File: src/hw/rtl/tqsv_pkg.sv
// ----------------------------------------------------------------------------
// tqsv_pkg
// Shared types and constants for the three-qubit state vector gate block:
// operation codes, the 1/sqrt2 scaling constant and the control/status
// bundles between controller and datapath.
// ----------------------------------------------------------------------------
package tqsv_pkg;

    // Operation codes carried in the mode field
    localparam logic [1:0] MODE_HADAMARD = 2'd0;
    localparam logic [1:0] MODE_PAULI_X  = 2'd1;
    localparam logic [1:0] MODE_CNOT     = 2'd2;
    localparam logic [1:0] MODE_RESET    = 2'd3;

    // 1/sqrt2 in unsigned Q0.15, with rounding half and shift for the product
    localparam logic [15:0] INV_ROOT2_Q15 = 16'd23170;
    localparam int          ROUND_HALF    = 16384;
    localparam int          FRAC_SHIFT    = 15;

    // Controller to datapath
    typedef struct packed {
        logic       clr;     // invalidate every amplitude (back to |0..0>)
        logic       rd;      // read both amplitudes of the current pair
        logic       calc;    // form sums, differences and products
        logic       wr0;     // write lower index of the pair
        logic       wr1;     // write upper index of the pair
        logic       ord;     // read the amplitude for the next output beat
        logic       old;     // load the output register
        logic [1:0] mode;
        logic [1:0] tgt;
        logic [1:0] ctl;
        logic       status;
    } t_cmd;

    // Datapath to controller
    typedef struct packed {
        logic hit;        // current pair takes part in the operation
        logic out_taken;  // output beat accepted this cycle
    } t_sts;

endpackage

File: src/hw/rtl/tqsv_dp.sv
// ----------------------------------------------------------------------------
// tqsv_dp
// Amplitude store and arithmetic: pair addressing, Hadamard butterfly with
// rounding and saturation, swaps for Pauli-X and CNOT, and the output register.
// ----------------------------------------------------------------------------
module tqsv_dp #(
    parameter  int QUBITS   = 3,
    parameter  int AMP_BITS = 16,
    localparam int IW       = QUBITS,
    localparam int PW       = (QUBITS > 1) ? QUBITS - 1 : 1,
    localparam int N        = 1 << QUBITS,
    localparam int PWD      = AMP_BITS + 18
) (
    input  logic                       i_clk,
    input  logic                       i_rst_n,
    input  tqsv_pkg::t_cmd             i_cmd,
    input  logic [PW-1:0]              i_pair,
    input  logic [IW-1:0]              i_index,
    output tqsv_pkg::t_sts             o_sts,
    output logic                       o_valid,
    input  logic                       i_stall,
    output logic                       o_status,
    output logic [2:0]                 o_basis_index,
    output logic signed [AMP_BITS-1:0] o_amp_real,
    output logic signed [AMP_BITS-1:0] o_amp_imag,
    output logic                       o_last
);
    import tqsv_pkg::*;

    localparam int AW = AMP_BITS;
    localparam logic signed [PWD-1:0] SAT_MAX = {{(PWD-AW+1){1'b0}}, {(AW-1){1'b1}}};
    localparam logic signed [PWD-1:0] SAT_MIN = {{(PWD-AW+1){1'b1}}, {(AW-1){1'b0}}};
    localparam logic signed [AW-1:0]  AMP_ONE = {2'b01, {(AW-2){1'b0}}};
    localparam logic signed [16:0]    K_ROOT2 = {1'b0, INV_ROOT2_Q15};

    function automatic logic signed [AW-1:0] f_round_sat(input logic signed [PWD-1:0] p);
        logic signed [PWD-1:0] q;
        q = (p + PWD'(ROUND_HALF)) >>> FRAC_SHIFT;
        if (q > SAT_MAX) begin
            q = SAT_MAX;
        end else if (q < SAT_MIN) begin
            q = SAT_MIN;
        end
        return q[AW-1:0];
    endfunction

    logic [2*AW-1:0] mem [N];
    logic [N-1:0]    r_vld;
    logic [2*AW-1:0] r_rd0, r_rd1;
    logic            r_rv0, r_rv1;
    logic [IW-1:0]   r_ra0;

    logic [IW-1:0] tpos, cpos, kx, lowmask, i0, i1, addr0, wr_addr;
    logic          wr_en;
    logic [2*AW-1:0] wr_data;

    logic signed [AW-1:0] a0_re, a0_im, a1_re, a1_im;
    logic signed [AW:0]   sum_re, sum_im, dif_re, dif_im;

    logic signed [PWD-1:0] r_ps_re, r_ps_im, r_pd_re, r_pd_im;
    logic signed [AW-1:0]  r_a0_re, r_a0_im, r_a1_re, r_a1_im;

    logic                 r_out_valid, r_out_status, r_out_last;
    logic [2:0]           r_out_idx;
    logic signed [AW-1:0] r_out_re, r_out_im;

    // Pair k: insert a zero at the target bit position to get the lower index
    always_comb begin
        tpos    = IW'(QUBITS - 1) - IW'(i_cmd.tgt);
        cpos    = IW'(QUBITS - 1) - IW'(i_cmd.ctl);
        kx      = IW'(i_pair);
        lowmask = (IW'(1) << tpos) - IW'(1);
        i0      = (((kx >> tpos) << tpos) << 1) | (kx & lowmask);
        i1      = i0 | (IW'(1) << tpos);
        addr0   = i_cmd.ord ? i_index : i0;
    end

    assign o_sts.hit       = (i_cmd.mode != MODE_CNOT) || (((i0 >> cpos) & IW'(1)) != '0);
    assign o_sts.out_taken = r_out_valid && !i_stall;

    // Unwritten entries read as the reset state
    always_comb begin
        a0_re = r_rv0 ? r_rd0[2*AW-1:AW] : ((r_ra0 == '0) ? AMP_ONE : '0);
        a0_im = r_rv0 ? r_rd0[AW-1:0]    : '0;
        a1_re = r_rv1 ? r_rd1[2*AW-1:AW] : '0;
        a1_im = r_rv1 ? r_rd1[AW-1:0]    : '0;
        sum_re = {a0_re[AW-1], a0_re} + {a1_re[AW-1], a1_re};
        sum_im = {a0_im[AW-1], a0_im} + {a1_im[AW-1], a1_im};
        dif_re = {a0_re[AW-1], a0_re} - {a1_re[AW-1], a1_re};
        dif_im = {a0_im[AW-1], a0_im} - {a1_im[AW-1], a1_im};
    end

    always_comb begin
        wr_en   = i_cmd.wr0 || i_cmd.wr1;
        wr_addr = i_cmd.wr0 ? i0 : i1;
        if (i_cmd.mode == MODE_HADAMARD) begin
            if (i_cmd.wr0) begin
                wr_data = {f_round_sat(r_ps_re), f_round_sat(r_ps_im)};
            end else begin
                wr_data = {f_round_sat(r_pd_re), f_round_sat(r_pd_im)};
            end
        end else begin
            wr_data = i_cmd.wr0 ? {r_a1_re, r_a1_im} : {r_a0_re, r_a0_im};
        end
    end

    always_ff @(posedge i_clk) begin
        if (wr_en) begin
            mem[wr_addr] <= wr_data;
        end
        if (i_cmd.rd || i_cmd.ord) begin
            r_rd0 <= mem[addr0];
            r_rd1 <= mem[i1];
            r_rv0 <= r_vld[addr0];
            r_rv1 <= r_vld[i1];
            r_ra0 <= addr0;
        end
    end

    always_ff @(posedge i_clk) begin
        if (!i_rst_n) begin
            r_vld <= '0;
        end else if (i_cmd.clr) begin
            r_vld <= '0;
        end else if (wr_en) begin
            r_vld[wr_addr] <= 1'b1;
        end
    end

    always_ff @(posedge i_clk) begin
        if (i_cmd.calc) begin
            r_ps_re <= sum_re * K_ROOT2;
            r_ps_im <= sum_im * K_ROOT2;
            r_pd_re <= dif_re * K_ROOT2;
            r_pd_im <= dif_im * K_ROOT2;
            r_a0_re <= a0_re;
            r_a0_im <= a0_im;
            r_a1_re <= a1_re;
            r_a1_im <= a1_im;
        end
    end

    always_ff @(posedge i_clk) begin
        if (!i_rst_n) begin
            r_out_valid <= 1'b0;
        end else if (i_cmd.old) begin
            r_out_valid <= 1'b1;
        end else if (r_out_valid && !i_stall) begin
            r_out_valid <= 1'b0;
        end
    end

    always_ff @(posedge i_clk) begin
        if (i_cmd.old) begin
            r_out_status <= i_cmd.status;
            r_out_idx    <= 3'(i_index);
            r_out_re     <= a0_re;
            r_out_im     <= a0_im;
            r_out_last   <= (i_index == IW'(N - 1));
        end
    end

    assign o_valid       = r_out_valid;
    assign o_status      = r_out_status;
    assign o_basis_index = r_out_idx;
    assign o_amp_real    = r_out_re;
    assign o_amp_imag    = r_out_im;
    assign o_last        = r_out_last;

    a_one_cmd: assert property (@(posedge i_clk) disable iff (!i_rst_n)
        $onehot0({i_cmd.clr, i_cmd.rd, i_cmd.calc, i_cmd.wr0, i_cmd.wr1, i_cmd.ord,
                  i_cmd.old}))
        else $error("more than one datapath command in a cycle");

    a_clr_empties: assert property (@(posedge i_clk) disable iff (!i_rst_n)
        i_cmd.clr |=> (r_vld == '0))
        else $error("store not invalidated after clear");

    a_load_shows: assert property (@(posedge i_clk) disable iff (!i_rst_n)
        i_cmd.old |=> r_out_valid)
        else $error("output beat not presented after load");

    a_no_overwrite: assert property (@(posedge i_clk) disable iff (!i_rst_n)
        i_cmd.old |-> !r_out_valid)
        else $error("output register loaded over a pending beat");

endmodule

File: src/hw/rtl/tqsv_ctrl.sv
// ----------------------------------------------------------------------------
// tqsv_ctrl
// Sequencer: takes one operation, walks the index pairs through read, compute
// and write unless reset or invalid, then steps amplitudes out beat by beat.
// ----------------------------------------------------------------------------
module tqsv_ctrl #(
    parameter  int QUBITS = 3,
    localparam int IW     = QUBITS,
    localparam int PW     = (QUBITS > 1) ? QUBITS - 1 : 1,
    localparam int N      = 1 << QUBITS
) (
    input  logic           i_clk,
    input  logic           i_rst_n,
    input  logic           i_valid,
    output logic           o_stall,
    input  logic [1:0]     i_mode,
    input  logic [1:0]     i_target_qubit,
    input  logic [1:0]     i_control_qubit,
    input  tqsv_pkg::t_sts i_sts,
    output tqsv_pkg::t_cmd o_cmd,
    output logic [PW-1:0]  o_pair,
    output logic [IW-1:0]  o_index
);
    import tqsv_pkg::*;

    localparam logic [2:0] S_IDLE  = 3'd0;
    localparam logic [2:0] S_RD    = 3'd1;
    localparam logic [2:0] S_CALC  = 3'd2;
    localparam logic [2:0] S_WR0   = 3'd3;
    localparam logic [2:0] S_WR1   = 3'd4;
    localparam logic [2:0] S_ORD   = 3'd5;
    localparam logic [2:0] S_OLD   = 3'd6;
    localparam logic [2:0] S_OWAIT = 3'd7;

    localparam logic [2:0]    QN        = 3'(QUBITS);
    localparam logic [PW-1:0] PAIR_LAST = PW'((N / 2) - 1);
    localparam logic [IW-1:0] IDX_LAST  = IW'(N - 1);

    logic [2:0]    r_state, n_state;
    logic [1:0]    r_mode, n_mode, r_tgt, n_tgt, r_ctl, n_ctl;
    logic          r_status, n_status;
    logic [PW-1:0] r_pair, n_pair;
    logic [IW-1:0] r_index, n_index;
    logic          bad;

    always_comb begin
        bad = ({1'b0, i_target_qubit} >= QN) ||
              ((i_mode == MODE_CNOT) &&
               (({1'b0, i_control_qubit} >= QN) || (i_control_qubit == i_target_qubit)));
    end

    always_comb begin
        n_state  = r_state;
        n_mode   = r_mode;
        n_tgt    = r_tgt;
        n_ctl    = r_ctl;
        n_status = r_status;
        n_pair   = r_pair;
        n_index  = r_index;
        o_cmd        = '0;
        o_cmd.mode   = r_mode;
        o_cmd.tgt    = r_tgt;
        o_cmd.ctl    = r_ctl;
        o_cmd.status = r_status;
        case (r_state)
            S_IDLE: begin
                if (i_valid) begin
                    n_mode  = i_mode;
                    n_tgt   = i_target_qubit;
                    n_ctl   = i_control_qubit;
                    n_pair  = '0;
                    n_index = '0;
                    if (i_mode == MODE_RESET) begin
                        o_cmd.clr = 1'b1;
                        n_status  = 1'b0;
                        n_state   = S_ORD;
                    end else if (bad) begin
                        // leave the state alone, just report it
                        n_status = 1'b1;
                        n_state  = S_ORD;
                    end else begin
                        n_status = 1'b0;
                        n_state  = S_RD;
                    end
                end
            end
            S_RD: begin
                o_cmd.rd = 1'b1;
                n_state  = S_CALC;
            end
            S_CALC: begin
                o_cmd.calc = 1'b1;
                n_state    = S_WR0;
            end
            S_WR0: begin
                o_cmd.wr0 = i_sts.hit;
                n_state   = S_WR1;
            end
            S_WR1: begin
                o_cmd.wr1 = i_sts.hit;
                if (r_pair == PAIR_LAST) begin
                    n_state = S_ORD;
                end else begin
                    n_pair  = r_pair + PW'(1);
                    n_state = S_RD;
                end
            end
            S_ORD: begin
                o_cmd.ord = 1'b1;
                n_state   = S_OLD;
            end
            S_OLD: begin
                o_cmd.old = 1'b1;
                n_state   = S_OWAIT;
            end
            S_OWAIT: begin
                // hold until the beat is taken, then advance
                if (i_sts.out_taken) begin
                    if (r_index == IDX_LAST) begin
                        n_state = S_IDLE;
                    end else begin
                        n_index = r_index + IW'(1);
                        n_state = S_ORD;
                    end
                end
            end
            default: begin
                n_state = S_IDLE;
            end
        endcase
    end

    always_ff @(posedge i_clk) begin
        if (!i_rst_n) begin
            r_state <= S_IDLE;
            r_pair  <= '0;
            r_index <= '0;
        end else begin
            r_state <= n_state;
            r_pair  <= n_pair;
            r_index <= n_index;
        end
    end

    always_ff @(posedge i_clk) begin
        r_mode   <= n_mode;
        r_tgt    <= n_tgt;
        r_ctl    <= n_ctl;
        r_status <= n_status;
    end

    assign o_stall = (r_state != S_IDLE);
    assign o_pair  = r_pair;
    assign o_index = r_index;

endmodule

File: src/hw/rtl/three_qubit_state_vector_gate_top.sv
// ----------------------------------------------------------------------------
// three_qubit_state_vector_gate_top
// State vector of a small qubit register with Hadamard, Pauli-X, CNOT and
// reset operations; every operation is answered with all amplitudes.
//
//   channel  direction  handshake          payload
//   -------  ---------  -----------------  ----------------------------------
//   op       in         i_valid / o_stall  mode, target_qubit, control_qubit
//   amp      out        o_valid / i_stall  status, basis_index, amp_real,
//                                          amp_imag, last
//
// Gate operation: every index pair goes through read, compute and the two
// writes of the pair, which share the single write port of the amplitude
// store; every output beat goes through read, load and hand, and is held
// while i_stall is high. Reset or an invalid qubit skips the pair walk.
// o_stall is high from acceptance until the last beat is taken. After i_rst_n
// the state is |0..0> with no clearing pass.
// ----------------------------------------------------------------------------
module three_qubit_state_vector_gate_top #(
    parameter int QUBITS   = 3,
    parameter int AMP_BITS = 16
) (
    input  logic                       i_clk,
    input  logic                       i_rst_n,
    input  logic                       i_valid,
    output logic                       o_stall,
    input  logic [1:0]                 i_mode,
    input  logic [1:0]                 i_target_qubit,
    input  logic [1:0]                 i_control_qubit,
    output logic                       o_valid,
    input  logic                       i_stall,
    output logic                       o_status,
    output logic [2:0]                 o_basis_index,
    output logic signed [AMP_BITS-1:0] o_amp_real,
    output logic signed [AMP_BITS-1:0] o_amp_imag,
    output logic                       o_last
);
    import tqsv_pkg::*;

    localparam int IW = QUBITS;
    localparam int PW = (QUBITS > 1) ? QUBITS - 1 : 1;

    t_cmd          cmd;
    t_sts          sts;
    logic [PW-1:0] pair;
    logic [IW-1:0] index;

    tqsv_ctrl #(
        .QUBITS (QUBITS)
    ) u_ctrl (
        .i_clk           (i_clk),
        .i_rst_n         (i_rst_n),
        .i_valid         (i_valid),
        .o_stall         (o_stall),
        .i_mode          (i_mode),
        .i_target_qubit  (i_target_qubit),
        .i_control_qubit (i_control_qubit),
        .i_sts           (sts),
        .o_cmd           (cmd),
        .o_pair          (pair),
        .o_index         (index)
    );

    tqsv_dp #(
        .QUBITS   (QUBITS),
        .AMP_BITS (AMP_BITS)
    ) u_dp (
        .i_clk         (i_clk),
        .i_rst_n       (i_rst_n),
        .i_cmd         (cmd),
        .i_pair        (pair),
        .i_index       (index),
        .o_sts         (sts),
        .o_valid       (o_valid),
        .i_stall       (i_stall),
        .o_status      (o_status),
        .o_basis_index (o_basis_index),
        .o_amp_real    (o_amp_real),
        .o_amp_imag    (o_amp_imag),
        .o_last        (o_last)
    );

endmodule
File: config.mk
export PLATFORM = sky130hd
export DESIGN_NAME = three_qubit_state_vector_gate_top
export DESIGN_NICKNAME = d
export VERILOG_FILES = /design/src/hw/rtl/tqsv_pkg.sv /design/src/hw/rtl/tqsv_dp.sv /design/src/hw/rtl/tqsv_ctrl.sv /design/src/hw/rtl/three_qubit_state_vector_gate_top.sv
export SDC_FILE = /design/constraint.sdc
export NUM_CORES = 2
export LEC_CHECK = 0
export ABC_AREA = 1
export BUFFER_PORTS_ARGS = -buffer_cell sky130_fd_sc_hd__buf_2
export CORE_MARGIN = 1
export CORE_UTILIZATION = 65
export DETAILED_ROUTE_END_ITERATION = 6
export HOLD_SLACK_MARGIN = 0.02
export PLACE_DENSITY = 0.79
export SLEW_MARGIN = 40
export SYNTH_ARGS = -nofsm -noshare
export SYNTH_HDL_FRONTEND = slang
export SYNTH_SLANG_ARGS = --single-unit
File: constraint.sdc
create_clock -name i_clk -period 20.8 [get_ports i_clk]
set_input_delay 4.16 -clock i_clk [delete_from_list [all_inputs] [get_ports i_clk]]
set_output_delay 4.16 -clock i_clk [all_outputs]
set_load 0.01 [all_outputs]
==> impl_metrics.csv <==
group,metric,value,unit
critical_path,slowest_delay,680,ps
global_route,first_global_vias,33682,
critical_path,cp.arrival,8090,ps
yosys,syn_area,0.0445,mm2
floorplan,dieWidth,264,um
cells_and_area,syn_to_final_growth,6.64,%
clocking,root_buffer,"clkbuf_16",
timing,slew_violations,0,
yosys,async_reset_ff_share,0,%
global_route,antenna_found_initial,0,
timing,max_slew_margin,42.8,%
clocking,cts_sinks,526,
critical_path,criticalPathCategory,"flop to flop",
global_route,track_usage,33.9,%
critical_path,critPathSlowestCell,"xor2_1",
clocking,post_cts_buffers,0,
yosys,synth_top_cell_by_area,"edfxtp_1",
placed_design,dp.cells,5764,
global_route,gr-usage-met3,4.78,%
placed_design,portBuffers,48,
global_route,grt_max_degree,114,
critical_path,r2r-start,"u_dp.r_rv0",
timing,grt_setup_unrepaired,"no",
run,cap_violations,0,
clocking,htreeDepth,2,
yosys,ys_seq_area_share,35.1,%
outcome,status,"completed",
critical_path,path_max_fanout,33,
routing,drt-initial-drc-count,4154,
timing,finalSetupViolations,0,
routing,drt-total-wl,118000,um
floorplan,coreArea,0.0674,mm2
yosys,synth-edff-count,509,
floorplan,ios,49,
cells_and_area,fin_cells,5870,
clocking,ctsHoldBuffers,0,
yosys,ys_types,67,
global_route,grt_util_met1,50.0,%
clocking,clk_pin_slew,60,ps
routing,vias,35070,
global_route,grt.busiest_layer,"met2",
yosys,syn-num-nets,5763,
routing,drc,0,
yosys,synth_top_area_share,34.4,%
global_route,grt_util_met2,52.1,%
clocking,worstSkewPairLatency,650,ps
critical_path,worstPathRequired,21180,ps
critical_path,critPathLaunch,"u_dp.r_rv0",
clocking,cts_buffers,56,
floorplan,die_area,0.0695,mm2
critical_path,start_kind,"flop",
timing,fin_setup_tns,0,ps
timing,max_freq,130,MHz
floorplan,initial_core_util,66.0,%
global_route,grt_first_pass_wirelength,184000,um
routing,wl_per_cell,20.0,um
yosys,synth_area_leaders,"edfxtp_1, ha_1, fa_1",
cells_and_area,nNetsFinal,5755,
clocking,cts_resized,0,
timing,skew,77.7,ps
placed_design,dpl.hpwl,86800,um
yosys,yosys_warnings,0,
yosys,yosys.cell_count.top_type,"nand2_1",
placed_design,placed_area,0.0455,mm2
clocking,cts_tree,"done",
timing,fin_crit_sh,37.0,%
hold_path,hold_start,"u_ctrl.r_status",
cells_and_area,drive_gt1_share,5.52,%
yosys,synth_commonest_cells,"nand2_1, inv_1, ha_1",
yosys,avgSynthCellArea,8.97,um2
cells_and_area,n_antenna_cell,0,
placed_design,gp_congestion,1.01,
timing,worstMarginPinSlew,857,ps
yosys,synth_cells,4957,
timing,min_period,7700,ps
routing,ant_nets,0,
yosys,synth_ff_type,"edfxtp_1",
routing,dr.pass1.iters,6,
hold_path,hold_class,"flop to flop",
global_route,grt_overflow_total,0,
floorplan,rows,95,
timing,hold_viol,0,
critical_path,crit_path_end_kind,"flop",
routing,vias_per_cell,5.97,
floorplan,die_h,264,um
cells_and_area,final_core_util,70.4,%
cells_and_area,fin_area,0.0474,mm2
clocking,cts_max_path_buffers,3,
yosys,ys_seq_elements,526,
-- sequential cells by signal, summed over array words and instances (netlist names), 8 cells and up --
register and cells:
u_dp.mem 256, u_dp.r_rd0 32, u_dp.r_rd1 32, u_dp.r_pd_im 19
u_dp.r_pd_re 19, u_dp.r_ps_im 19, u_dp.r_ps_re 19, u_dp.o_amp_imag 16
u_dp.o_amp_real 16, u_dp.r_a0_im 16, u_dp.r_a0_re 16, u_dp.r_a1_im 16
u_dp.r_a1_re 16, u_dp.r_vld 8
-- per-layer routing --
layer | share of wire (%) | routed length [um] | up-vias
li1 | - | - | 16442
met1 | 43 | 50900 | 16664
met2 | 44 | 51600 | 1741
met3 | 10 | 11700 | 223
met4 | 2.8 | 3300 | 0
met5 | 0 | 0 | -
-- path summary, 6_finish.rpt --
path / end / slack (ps) / depth (start not counted)
worst min-delay path: u_dp.o_status / 430 / 0
worst max-delay path: u_dp.r_ps_im[28] / 13100 / 29
worst min register to register: u_dp.o_status / 430 / 0
worst max register to register: u_dp.r_ps_im[28] / 13100 / 29
-- placed cells by master, fill, tap and decap left out, types with 21 or more instances in the layout --
cell type and instances:
clkinv_1 21, nor3_1 70, nand4_1 27, xnor2_1 28
a31oi_1 62, a21oi_1 286, inv_1 766, clkbuf_16 56
xor2_1 149, o211ai_1 38, nand3_1 200, ha_1 548
nor2_1 239, buf_2 48, edfxtp_1 509, o32ai_1 33
nand2_1 1100, fa_1 247, o21ai_0 290
-- cells by family (layout without fill, tap and decap cells) --
group | after synthesis | count (layout) | synth area share (%)
DFF | 526 | 526 | 35.1
adders and majority gates | 796 | 796 | 26.6
AOI/OAI and AO/OA | 794 | 794 | 10.2
buffers and inverters | 939 | 979 | 8.15
muxes | 1 | 1 | 0.0225
xor gates and xnor gates | 190 | 190 | 4.03
and+or+nand+nor | 1711 | 1711 | 15.9
-- layout make-up --
| cell class | count | area [um2] |
|---|---|---|
| clock buffers | 66 | 1440 |
| repair buffers | 78 | 503 |
| multi-input cells | 3492 | 25400 |
| flip-flops and latches | 526 | 15600 |
| clock inverters | 40 | 442 |
| well taps | 873 | 1090 |
| inverters | 795 | 2990 |
| fillers | 5261 | 20000 |
-- stage by stage --
stage	setup WS, ps	hold WS [ps]
final	13100	430
after global routing	12720	467
after CTS	13190	437
after detailed placement	13210	408
after global placement	13280	410
after floorplan	13640	400
-- critical path, delay by kind of cell, from the launching register on --
kind / cells / cell delay [ps]
AOI/OAI and AO/OA: 6 / 1130
xor gates and xnor gates: 2 / 850
adders and majority gates: 9 / 3500
buffers and inverters: 6 / 940
DFF: 1 / 320
and+or+nand+nor: 6 / 640
Power is not shown: default switching activity piles up to over one toggle a cycle in this logic, so the estimate is an artifact.
